### src/hdl/bcdep_pkg.sv
`default_nettype none
// ----------------------------------------------------------------------------
// bcdep_pkg: shared types and constants for the clock-register to epoch block
// Beat layouts, status codes, pipeline tags and calendar helpers.
// ----------------------------------------------------------------------------
package bcdep_pkg;

	localparam int unsigned YEAR_W     = 12;
	localparam int unsigned EPOCH_W    = 33;
	localparam int unsigned DAYS_W     = 17;
	localparam int unsigned TOD_W      = 17;
	localparam int unsigned DOE_W      = 18;
	localparam int unsigned PIPE_DEPTH = 5;

	localparam logic [YEAR_W-1:0] EARLIEST_YEAR_RST = 12'd2025;
	localparam logic [YEAR_W-1:0] BASE_1900         = 12'd1900;
	localparam logic [YEAR_W-1:0] BASE_2000         = 12'd2000;
	localparam logic [YEAR_W-1:0] ERA_START_1600    = 12'd1600;

	localparam logic [7:0] LOW_VOLT_BIT = 8'h80;
	localparam logic [7:0] MASK_7BIT    = 8'h7F;
	localparam logic [7:0] MASK_6BIT    = 8'h3F;
	localparam logic [7:0] MASK_5BIT    = 8'h1F;

	localparam logic [DOE_W-1:0] DAYS_PER_YEAR  = 18'd365;
	localparam logic [TOD_W-1:0] SECS_PER_HOUR  = 17'd3600;
	localparam logic [TOD_W-1:0] SECS_PER_MIN   = 17'd60;
	localparam logic signed [EPOCH_W-1:0] SECS_PER_DAY = 33'sd86400;

	// era * 146097 - 719468 for era 4 (1600..1999) and era 5 (2000..2399)
	localparam logic signed [18:0] ERA4_OFFSET = -19'sd135080;
	localparam logic signed [18:0] ERA5_OFFSET = 19'sd11017;

	typedef enum logic [1:0] {
		STATUS_OK          = 2'd0,
		STATUS_LOW_VOLTAGE = 2'd1,
		STATUS_IMPLAUSIBLE = 2'd2
	} status_t;

	typedef struct packed {
		logic [7:0] seconds_reg;
		logic [7:0] minutes_reg;
		logic [7:0] hours_reg;
		logic [7:0] day_reg;
		logic [7:0] month_reg;
		logic [7:0] year_reg;
	} regs_t;

	typedef struct packed {
		logic signed [EPOCH_W-1:0] epoch_seconds;
		status_t                   status;
	} result_t;

	typedef struct packed {
		logic    valid;
		status_t status;
	} tag_t;

	typedef struct packed {
		logic [YEAR_W-1:0] year;
		logic [3:0]        month;
		logic [4:0]        day;
		logic [4:0]        hour;
		logic [5:0]        minute;
		logic [5:0]        second;
	} dec_t;

	function automatic logic [7:0] bcd_value(input logic [7:0] b);
		logic [7:0] tens;
		tens = {4'b0, b[7:4]};
		return (tens << 3) + (tens << 1) + {4'b0, b[3:0]};
	endfunction

	// days from March 1 to the first of the month, March-based year
	function automatic logic [8:0] month_offset(input logic [3:0] month);
		logic [8:0] r;
		case (month)
			4'd3:    r = 9'd0;
			4'd4:    r = 9'd31;
			4'd5:    r = 9'd61;
			4'd6:    r = 9'd92;
			4'd7:    r = 9'd122;
			4'd8:    r = 9'd153;
			4'd9:    r = 9'd184;
			4'd10:   r = 9'd214;
			4'd11:   r = 9'd245;
			4'd12:   r = 9'd275;
			4'd1:    r = 9'd306;
			4'd2:    r = 9'd337;
			default: r = 9'd0;
		endcase
		return r;
	endfunction

endpackage
`default_nettype wire

### src/hdl/bcdep_decode.sv
`default_nettype none
// ----------------------------------------------------------------------------
// bcdep_decode: register decode and plausibility stage
// Masks and BCD-decodes the six bytes, builds the status, registers into s1.
// ----------------------------------------------------------------------------
module bcdep_decode (
	input  wire logic                          clk,
	input  wire logic                          arst_n,
	input  wire logic                          in_valid,
	input  wire bcdep_pkg::regs_t              regs,
	input  wire logic [bcdep_pkg::YEAR_W-1:0]  earliest_year,
	output bcdep_pkg::tag_t                    tag_s1,
	output bcdep_pkg::dec_t                    dec_s1
);

	logic [7:0]                     sec_v;
	logic [7:0]                     min_v;
	logic [7:0]                     hour_v;
	logic [7:0]                     day_v;
	logic [7:0]                     mon_v;
	logic [7:0]                     yy_v;
	logic [bcdep_pkg::YEAR_W-1:0]   year_v;
	logic                           bad;
	bcdep_pkg::status_t             status_v;

	always_comb begin
		sec_v  = bcdep_pkg::bcd_value(regs.seconds_reg & bcdep_pkg::MASK_7BIT);
		min_v  = bcdep_pkg::bcd_value(regs.minutes_reg & bcdep_pkg::MASK_7BIT);
		hour_v = bcdep_pkg::bcd_value(regs.hours_reg & bcdep_pkg::MASK_6BIT);
		day_v  = bcdep_pkg::bcd_value(regs.day_reg & bcdep_pkg::MASK_6BIT);
		mon_v  = bcdep_pkg::bcd_value(regs.month_reg & bcdep_pkg::MASK_5BIT);
		yy_v   = bcdep_pkg::bcd_value(regs.year_reg);
		year_v = ((regs.month_reg & bcdep_pkg::LOW_VOLT_BIT) != 8'h00 ?
			bcdep_pkg::BASE_1900 : bcdep_pkg::BASE_2000) + {4'b0, yy_v};
		bad = (year_v < earliest_year) || (yy_v > 8'd99) ||
			(mon_v < 8'd1) || (mon_v > 8'd12) || (day_v < 8'd1) || (day_v > 8'd31) ||
			(hour_v > 8'd23) || (min_v > 8'd59) || (sec_v > 8'd59);
		// low-voltage flag wins over every range check
		if ((regs.seconds_reg & bcdep_pkg::LOW_VOLT_BIT) != 8'h00) begin
			status_v = bcdep_pkg::STATUS_LOW_VOLTAGE;
		end else if (bad) begin
			status_v = bcdep_pkg::STATUS_IMPLAUSIBLE;
		end else begin
			status_v = bcdep_pkg::STATUS_OK;
		end
	end

	always_ff @(posedge clk or negedge arst_n) begin
		if (!arst_n) begin
			tag_s1.valid  <= 1'b0;
			tag_s1.status <= bcdep_pkg::STATUS_OK;
		end else begin
			tag_s1.valid  <= in_valid;
			tag_s1.status <= status_v;
		end
	end

	always_ff @(posedge clk) begin
		dec_s1.year   <= year_v;
		dec_s1.month  <= mon_v[3:0];
		dec_s1.day    <= day_v[4:0];
		dec_s1.hour   <= hour_v[4:0];
		dec_s1.minute <= min_v[5:0];
		dec_s1.second <= sec_v[5:0];
	end

endmodule
`default_nettype wire

### src/hdl/bcdep_days.sv
`default_nettype none
// ----------------------------------------------------------------------------
// bcdep_days: days-from-civil pipeline
// Three stages: era split and time of day, day of era, days since epoch.
// ----------------------------------------------------------------------------
module bcdep_days (
	input  wire logic                                 clk,
	input  wire logic                                 arst_n,
	input  wire bcdep_pkg::tag_t                      tag_s1,
	input  wire bcdep_pkg::dec_t                      dec_s1,
	output bcdep_pkg::tag_t                           tag_s4,
	output logic signed [bcdep_pkg::DAYS_W-1:0]       days_s4,
	output logic [bcdep_pkg::TOD_W-1:0]               tod_s4
);

	logic [bcdep_pkg::YEAR_W-1:0]  y_c;
	logic                          era5_c;
	logic [8:0]                    yoe_c;
	logic [8:0]                    doy_c;
	logic [bcdep_pkg::TOD_W-1:0]   tod_c;

	bcdep_pkg::tag_t               tag_s2;
	logic                          era5_s2;
	logic [8:0]                    yoe_s2;
	logic [8:0]                    doy_s2;
	logic [bcdep_pkg::TOD_W-1:0]   tod_s2;

	logic [1:0]                    cent_c;
	logic [bcdep_pkg::DOE_W-1:0]   doe_c;

	bcdep_pkg::tag_t               tag_s3;
	logic                          era5_s3;
	logic [bcdep_pkg::DOE_W-1:0]   doe_s3;
	logic [bcdep_pkg::TOD_W-1:0]   tod_s3;

	logic signed [18:0]            days_c;

	// stage 2: shift Jan/Feb into the previous year, split off the era
	always_comb begin
		y_c    = dec_s1.year - ((dec_s1.month <= 4'd2) ? 12'd1 : 12'd0);
		era5_c = (y_c >= bcdep_pkg::BASE_2000);
		yoe_c  = era5_c ? 9'(y_c - bcdep_pkg::BASE_2000) :
			9'(y_c - bcdep_pkg::ERA_START_1600);
		doy_c  = bcdep_pkg::month_offset(dec_s1.month) + {4'b0, dec_s1.day} - 9'd1;
		tod_c  = {12'b0, dec_s1.hour} * bcdep_pkg::SECS_PER_HOUR +
			{11'b0, dec_s1.minute} * bcdep_pkg::SECS_PER_MIN + {11'b0, dec_s1.second};
	end

	// stage 3: day of era
	always_comb begin
		if (yoe_s2 >= 9'd300) begin
			cent_c = 2'd3;
		end else if (yoe_s2 >= 9'd200) begin
			cent_c = 2'd2;
		end else if (yoe_s2 >= 9'd100) begin
			cent_c = 2'd1;
		end else begin
			cent_c = 2'd0;
		end
		doe_c = {9'b0, yoe_s2} * bcdep_pkg::DAYS_PER_YEAR + {11'b0, yoe_s2[8:2]} -
			{16'b0, cent_c} + {9'b0, doy_s2};
	end

	// stage 4: add the era base
	assign days_c = $signed({1'b0, doe_s3}) +
		(era5_s3 ? bcdep_pkg::ERA5_OFFSET : bcdep_pkg::ERA4_OFFSET);

	always_ff @(posedge clk or negedge arst_n) begin
		if (!arst_n) begin
			tag_s2.valid  <= 1'b0;
			tag_s3.valid  <= 1'b0;
			tag_s4.valid  <= 1'b0;
			tag_s2.status <= bcdep_pkg::STATUS_OK;
			tag_s3.status <= bcdep_pkg::STATUS_OK;
			tag_s4.status <= bcdep_pkg::STATUS_OK;
		end else begin
			tag_s2.valid  <= tag_s1.valid;
			tag_s3.valid  <= tag_s2.valid;
			tag_s4.valid  <= tag_s3.valid;
			tag_s2.status <= tag_s1.status;
			tag_s3.status <= tag_s2.status;
			tag_s4.status <= tag_s3.status;
		end
	end

	always_ff @(posedge clk) begin
		era5_s2       <= era5_c;
		yoe_s2        <= yoe_c;
		doy_s2        <= doy_c;
		tod_s2        <= tod_c;

		era5_s3       <= era5_s2;
		doe_s3        <= doe_c;
		tod_s3        <= tod_s2;

		days_s4       <= days_c[bcdep_pkg::DAYS_W-1:0];
		tod_s4        <= tod_s3;
	end

endmodule
`default_nettype wire

### src/hdl/bcdep_scale.sv
`default_nettype none
// ----------------------------------------------------------------------------
// bcdep_scale: days to seconds and result register
// Scales days by the seconds in a day, adds the time of day, zeroes on error.
// ----------------------------------------------------------------------------
module bcdep_scale (
	input  wire logic                                 clk,
	input  wire logic                                 arst_n,
	input  wire bcdep_pkg::tag_t                      tag_s4,
	input  wire logic signed [bcdep_pkg::DAYS_W-1:0]  days_s4,
	input  wire logic [bcdep_pkg::TOD_W-1:0]          tod_s4,
	output logic                                      done,
	output bcdep_pkg::result_t                        result
);

	logic signed [bcdep_pkg::EPOCH_W-1:0] secs_c;
	logic                                 valid_s5;
	bcdep_pkg::result_t                   result_s5;

	assign secs_c = bcdep_pkg::EPOCH_W'(days_s4) * bcdep_pkg::SECS_PER_DAY +
		$signed({16'b0, tod_s4});

	always_ff @(posedge clk or negedge arst_n) begin
		if (!arst_n) begin
			valid_s5 <= 1'b0;
		end else begin
			valid_s5 <= tag_s4.valid;
		end
	end

	always_ff @(posedge clk) begin
		result_s5.status        <= tag_s4.status;
		result_s5.epoch_seconds <= (tag_s4.status == bcdep_pkg::STATUS_OK) ?
			secs_c : '0;
	end

	assign done   = valid_s5;
	assign result = result_s5;

endmodule
`default_nettype wire

### src/hdl/bcd_clock_regs_to_epoch_core.sv
`default_nettype none
// A snapshot accepted with start passes through the stage registers s1 to s5 before it is on result, done high.
// Throughput: one snapshot per cycle; busy stays low, every stage advances each cycle.
// The datapath has five stages: decode, era split, day of era,
// epoch days, seconds scaling. The receiver cannot stall the result.
// Reset clears all valid bits and sets earliest_year back to 2025.
// ----------------------------------------------------------------------------
// bcd_clock_regs_to_epoch_core: clock register snapshot to Unix epoch seconds
// Top level: configuration register and the decode, day and scaling stages.
// ----------------------------------------------------------------------------
module bcd_clock_regs_to_epoch_core (
	input  wire logic                          clk,
	input  wire logic                          arst_n,
	input  wire logic                          start,
	output logic                               busy,
	input  wire bcdep_pkg::regs_t              regs,
	output logic                               done,
	output bcdep_pkg::result_t                 result,
	input  wire logic                          cfg_valid,
	output logic                               cfg_ready,
	input  wire logic [bcdep_pkg::YEAR_W-1:0]  cfg_data
);

	logic [bcdep_pkg::YEAR_W-1:0]          earliest_year_q;
	logic                                  in_valid;
	bcdep_pkg::tag_t                       tag_s1;
	bcdep_pkg::dec_t                       dec_s1;
	bcdep_pkg::tag_t                       tag_s4;
	logic signed [bcdep_pkg::DAYS_W-1:0]   days_s4;
	logic [bcdep_pkg::TOD_W-1:0]           tod_s4;

	assign busy      = 1'b0;
	assign cfg_ready = 1'b1;
	assign in_valid  = start && !busy;

	always_ff @(posedge clk or negedge arst_n) begin
		if (!arst_n) begin
			earliest_year_q <= bcdep_pkg::EARLIEST_YEAR_RST;
		end else if (cfg_valid && cfg_ready) begin
			earliest_year_q <= cfg_data;
		end
	end

	bcdep_decode u_decode (
		.clk           (clk),
		.arst_n        (arst_n),
		.in_valid      (in_valid),
		.regs          (regs),
		.earliest_year (earliest_year_q),
		.tag_s1        (tag_s1),
		.dec_s1        (dec_s1)
	);

	bcdep_days u_days (
		.clk     (clk),
		.arst_n  (arst_n),
		.tag_s1  (tag_s1),
		.dec_s1  (dec_s1),
		.tag_s4  (tag_s4),
		.days_s4 (days_s4),
		.tod_s4  (tod_s4)
	);

	bcdep_scale u_scale (
		.clk     (clk),
		.arst_n  (arst_n),
		.tag_s4  (tag_s4),
		.days_s4 (days_s4),
		.tod_s4  (tod_s4),
		.done    (done),
		.result  (result)
	);

endmodule
`default_nettype wire

### config.mk
export PLATFORM = sky130hd
export DESIGN_NAME = bcd_clock_regs_to_epoch_core
export DESIGN_NICKNAME = d
export VERILOG_FILES = /design/src/hdl/bcdep_pkg.sv /design/src/hdl/bcdep_decode.sv /design/src/hdl/bcdep_days.sv /design/src/hdl/bcdep_scale.sv /design/src/hdl/bcd_clock_regs_to_epoch_core.sv
export SDC_FILE = /design/constraint.sdc
export NUM_CORES = 1
export LEC_CHECK = 0
export BUFFER_PORTS_ARGS = -buffer_cell sky130_fd_sc_hd__buf_2
export CAP_MARGIN = 20
export CORE_MARGIN = 4
export CORE_UTILIZATION = 45
export CTS_BUF_LIST = sky130_fd_sc_hd__clkbuf_8
export CTS_CLUSTER_SIZE = 25
export DETAILED_ROUTE_END_ITERATION = 6
export PLACE_DENSITY_LB_ADDON = 0.3
export SLEW_MARGIN = 10
export SYNTH_ARGS = -nofsm -noshare
export SYNTH_HDL_FRONTEND = slang
export SYNTH_SLANG_ARGS = --single-unit
### constraint.sdc
create_clock -name clk -period 15.1 [get_ports clk]
set_clock_uncertainty 0.2 [all_clocks]
set_input_delay 0 -clock clk [delete_from_list [all_inputs] [get_ports clk]]
set_output_delay 0 -clock clk [all_outputs]
set_load 0.005 [all_outputs]
Word-level counts from Yosys, hierarchy flattened

Memory sizes are Yosys's and may differ from the RTL's. A register that Yosys moved wholly into a read port is not among the register bits.
Cells that the tools add are included.

Output and inout port bits: 38
Memories kept: 1
Register bits after elaboration: 203
ROM bits: 144
Logic and storage cells: 89

$add $sub $neg: 25
Multipliers: 4
Reduce and logical (&&, ||, !) cells: 9
$lt $le $gt $ge: 14
Muxes and demuxes: 9

Memory list:

| memory           | words | bits a word | read ports | clocked after memory_dff | wr ports | line            | source |
|---|---|---|---|---|---|---|---|
| (name not given) | 16    | 9           | 1          | 1                        | 0        | bcdep_pkg.sv:77 | `case (month)` |

Operators by type and width:

| cell                   | number |
|---|---|
| $add 8x4->8            | 6 |
| $add 33x18->33         | 1 |
| $mul 17x11->26 const B | 1 |
| $add 17x12->17         | 1 |
| $add 17x17->17         | 1 |
| $add 17x6->17          | 1 |
| $add 17x7->17          | 1 |
| $add 17x9->17          | 1 |
| $mul 9x9->17 const B   | 1 |
| $mux 17                | 1 |
| $sub 17x2->17          | 1 |
| $gt 8x5->1 const B     | 2 |
| $gt 8x6->1 const B     | 2 |
| $lt 8x1->1 const B     | 2 |
| $add 6x4->7            | 2 |
| $mul 5x8->13 const B   | 1 |
| $add 12x8->12          | 1 |
| $add 5x3->6            | 2 |
| $ge 12x11->1 const B   | 1 |
| $lt 12x12->1           | 1 |
| $sub 12x1->12          | 1 |
| $mul 6x4->10 const B   | 1 |
| $add 9x5->9            | 1 |
| $ge 9x7->1 const B     | 1 |
| other kinds (16)       | 27 |

Logic depth before layout (Yosys ltp)

Word-level depth: 14
Depth in mapped cells: 28

Cells and area by module

A second synthesis with hierarchy kept.

Cell total of the unflattened synthesis: 1607
Area total of the unflattened synthesis: 15912.8 um2

Modules (own cells, without submodules):

| module                       | cells an instance | instances | area an instance (um2) | seq. area each (um2) |
|---|---|---|---|---|
| bcdep_days                   | 762               | 1         | 7981.4                 | 2327.2 |
| bcdep_scale                  | 609               | 1         | 5154.9                 | 725.7 |
| bcdep_decode                 | 207               | 1         | 2259.7                 | 835.8 |
| bcd_clock_regs_to_epoch_core | 29                | 1         | 516.7                  | 310.3 |

Least setup slack after synthesis

OpenSTA, ideal clock, no wires.

Kind: register -> register
From: register u_days.days_s4[5] (netlist name)
To: register u_scale.result_s5, in the netlist u_scale.result[31]
Period minus slack after synthesis: 5197 ps
Setup slack: 9903 ps
Data arrival time: 4870 ps
Stages on the path, launching flop included: 19
Cell sequence: dfxtp_1 -> ha_1 -> ha_1 -> fa_1 -> inv_1 -> fa_1 -> fa_1 -> inv_1 -> ha_1 -> buf_2 -> and4_1 -> o21ai_1 -> o21ai_4 -> mux2i_1 -> nand4_1 -> or4b_4 -> nor4_4 -> xnor2_1 -> nor2_1

Cells in the longest elaborated chain, start to end: 2

Ends and longest elaborated chain:

| what                     | line              | source |
|---|---|---|
| start: declaration       | bcdep_days.sv:12  | `output logic signed [bcdep_pkg::DAYS_W-1:0] days_s4,` |
| start signal: assignment | bcdep_days.sv:96  | `days_s4 <= days_c[bcdep_pkg::DAYS_W-1:0];` |
| $mul 17x11->26           | bcdep_scale.sv:20 | `assign secs_c = bcdep_pkg::EPOCH_W'(days_s4) * bcdep_pkg::SECS_PER_DAY +` |
| $add 33x18->33           | bcdep_scale.sv:20 |  |
| end: declaration         | bcdep_scale.sv:18 | `bcdep_pkg::result_t result_s5;` |

No other way between the ends.
A chain may end at the register's enable or synchronous reset.

Worst setup path after layout

From: register u_days.yoe_s2[4]
To: register u_days.doe_s3[16] (netlist name)

Cells in the longest elaborated chain, start to end: 6
Elaborated cells on any way between the ends: 10

Ends and longest elaborated chain:

| what                                                 | line             | source |
|---|---|---|
| start: declaration                                   | bcdep_days.sv:24 | `logic [8:0] yoe_s2;` |
| start signal: assignment                             | bcdep_days.sv:88 | `yoe_s2 <= yoe_c;` |
| branches (longest 4 deep; another with $mul 9x9->17) | --               |  |
| $sub 17x2->17 (*)                                    | bcdep_days.sv:60 | `doe_c = {9'b0, yoe_s2} * bcdep_pkg::DAYS_PER_YEAR + {11'b0, yoe_s2[8:2]} -` |
| $add 17x9->17 (*)                                    | bcdep_days.sv:61 | `{16'b0, cent_c} + {9'b0, doy_s2};` |
| net u_days.doe_c (one bit)                           | bcdep_days.sv:29 | `logic [bcdep_pkg::DOE_W-1:0] doe_c;` |
| end signal: assignment                               | bcdep_days.sv:93 | `doe_s3 <= doe_c;` |
| end: declaration                                     | bcdep_days.sv:33 | `logic [bcdep_pkg::DOE_W-1:0] doe_s3;` |

Mark *: on every way through the listed nets, which the timed path passes.

==> reports/qor.csv <==
stage,metric,value,unit
timing,worst-slew-pin-transition,0.831,ns
timing,finalCritPeriodShare,0.392,
synthesis,synth.top_cell.area_share,0.233,
floorplan,initial_utilization,0.460,
final_layout,seqCellArea,4380,um^2
critical_path,cp.required,15.35,ns
synthesis,synthTopCellsByCount,"inv_1, ha_1, dfxtp_1",
clock_network,clock-root-buffer,clkbuf_8,
critical_path,max_stage_delay,0.64,ns
critical_path,path_class,reg -> reg,
final_layout,nets,2341,
clock_network,cts_resized,0,
outcome,status,"complete, no violations",
timing,fin_setup_tns,0,ns
synthesis,seq_area_frac_synth,0.273,
final_layout,syn_to_final_growth,17.3,%
drt,wire_per_inst,12.8,um
global_routing,grt_pass1_vias,11567,
timing,timing.fmax,0.169,GHz
synthesis,synth.most_common_cell,inv_1,
clock_network,numClockSinks,212,
timing,hold_viol,0,
placement,io_buffers,92,
global_routing,gr-total-overflow,0,
synthesis,async_flop_share,0.118,
critical_path,cp-start-kind,register,
placement,gp_congestion,0.896,
final_layout,layout-drive-gt1-share,0.0974,
synthesis,synthesis.area,16000,um^2
final_layout,multi_input_area,10300,um^2
drt,dr.pass1.iters,4,
drt,drc,0,
final_layout,antenna_cells,0,
synthesis,syn-num-nets,2112,
critical_path,critPathCaptureType,register,
clock_network,clk_pin_slew,0.06,ns
drt,antenna_left,0,
critical_path,cp.arrival,6.17,ns
floorplan,die_y,197,um
synthesis,synth-edff-count,0,
job,cap_violations,0,
drt,vias,11312,
final_layout,fillerInstances,3074,
drt,wirelength,30200,um
floorplan,dieArea,38700,um^2
synthesis,yosys_warnings,0,
timing,min_period,5.92,ns
clock_network,clock_tree.buffer_depth,3,
timing,rsz0062_at_grt,false,
clock_network,cts_tree,yes,
synthesis,ys_ff_latch,212,
synthesis,synth_top_flop_cell,dfxtp_1,
floorplan,io_pins,102,
synthesis,syn_avg_cell_area,9.73,um^2
clock_network,htree_num_levels,2,
timing,slew_headroom,0.432,
synthesis,synthTopCellsByArea,"dfxtp_1, ha_1, fa_1, inv_1, xnor2_1",
placement,dp_hpwl,23400,um
global_routing,grt_pass1_wl,52600,um
timing,drv_slew,0,
floorplan,die_x,197,um
global_routing,grt_usage,0.159,
clock_network,numCtsBuffers,37,
floorplan,num_rows,68,
critical_path,cp_max_fo,8,
worst_hold_path,hp-class,in -> reg,
timing,setup_violations,0,
global_routing,grt_max_degree,24,
synthesis,synth_cell_types,78,
global_routing,antenna_found_initial,0,
synthesis,yosysTopAreaCell,dfxtp_1,
drt,drtIter0Drc,241,
synthesis,syn_inst,1648,
critical_path,cp_common_cell,inv_1,
critical_path,cpMaxStageDelayCell,dfxtp_1,
floorplan,coreArea,34900,um^2
drt,viasPerCell,4.80,
clock_network,clk_latency,0.53,ns
## flip-flops by register name (all words and copies together), names as in the netlist, named ones only
name and count:
u_days.tag_s4 3, u_days.era5_s3 1, u_days.doe_s3 17, u_days.tod_s4 17
u_days.doy_s2 9, u_days.tod_s3 17, earliest_year_q 12, u_decode.dec_s1 38
u_days.tod_s2 17, u_days.era5_s2 1, u_days.tag_s2 3, u_scale.result 35
u_decode.tag_s1 3, u_scale.done 1, u_days.tag_s3 3, u_days.days_s4 17
u_days.yoe_s2 9
## final cells by class
type                            instances  area share
Timing Repair Buffer                  210      0.0871
Sequential cell                       212       0.233
Clock inverter                         20     0.00512
Multi-Input combinational cell       1084       0.548
Clock buffer                           42      0.0307
Inverter                              332      0.0662
Tap cell                              455      0.0302
## stage by stage
stage / area, um^2 / instances / hold WS [ns] / setup WS, ns / utilization
2_1_floorplan: 16000 / 1648 / -0.496 / 9.90 / -
3_3_place_gp: 17000 / 2176 / -0.186 / 9.31 / 0.487
3_5_place_dp: 17000 / 2176 / -0.180 / 9.16 / 0.487
4_1_cts: 18800 / 2355 / 0.0107 / 9.13 / 0.540
5_1_grt: 18800 / 2355 / 0.0414 / 8.54 / 0.540
6_report: 18800 / 2355 / 0.0431 / 9.18 / 0.540
## routing by layer
metal,GRT usage,routed length (um)
met1,0.189,13100
met2,0.287,15100
met3,0.0285,1150
met4,0.0550,848
met5,0,0
## kinds of logic after synthesis
| family | after synthesis | share of synthesized area |
|---|---|---|
| AO/OA/AOI/OAI | 276 | 0.113 |
| XOR/XNOR | 126 | 0.0688 |
| adder cells (fa/ha/maj) | 400 | 0.367 |
| buffers and inverters | 352 | 0.0840 |
| flip-flops | 212 | 0.273 |
| multiplexers | 7 | 0.00530 |
| other | 2 | 0.000468 |
| AND/OR/NAND/NOR | 273 | 0.0887 |
## critical path: cells and delay by family, from the launching register on
kind | cells | cell delay [ns]
flip-flops | 1 | 0.64
adder cells (fa/ha/maj) | 7 | 1.80
AO/OA/AOI/OAI | 10 | 2.02
AND/OR/NAND/NOR | 3 | 0.51
XOR/XNOR | 1 | 0.13
buffers and inverters | 7 | 0.54
## timing repair
item / CTS / global route
hold endpoints to repair: 86 / 0
hold buffers: 117 / 0
setup buffers: 0 / 0
## cells in the final DEF, fill, tap and decap left out, types with 42 or more instances in the layout
cell type / instances
a21oi_1: 85
buf_2: 92
clkbuf_8: 42
dfxtp_1: 187
dlygate4sd3_1: 117
fa_1: 117
ha_1: 283
inv_1: 343
nand2_1: 65
nor2_1: 63
o21ai_0: 43
xnor2_1: 89
## worst paths after layout
path                                   from            endpoint  slack, ns  depth (start not counted)
setup reg to reg           u_days.yoe_s2[4]   u_days.doe_s3[16]       9.18                         28
hold reg to reg            u_days.tod_s2[7]    u_days.tod_s3[7]       0.12                          0
setup / recovery           u_days.yoe_s2[4]   u_days.doe_s3[16]       9.18                         28
hold / removal                     regs[36]  u_decode.dec_s1[7]       0.04                          3
max in group asynchronous            arst_n    u_days.tag_s4[0]      13.01                          4
min in group asynchronous            arst_n  earliest_year_q[7]       0.41                          3
Power is not shown: default switching activity piles up to over one toggle a cycle in this logic, so the estimate is an artifact.
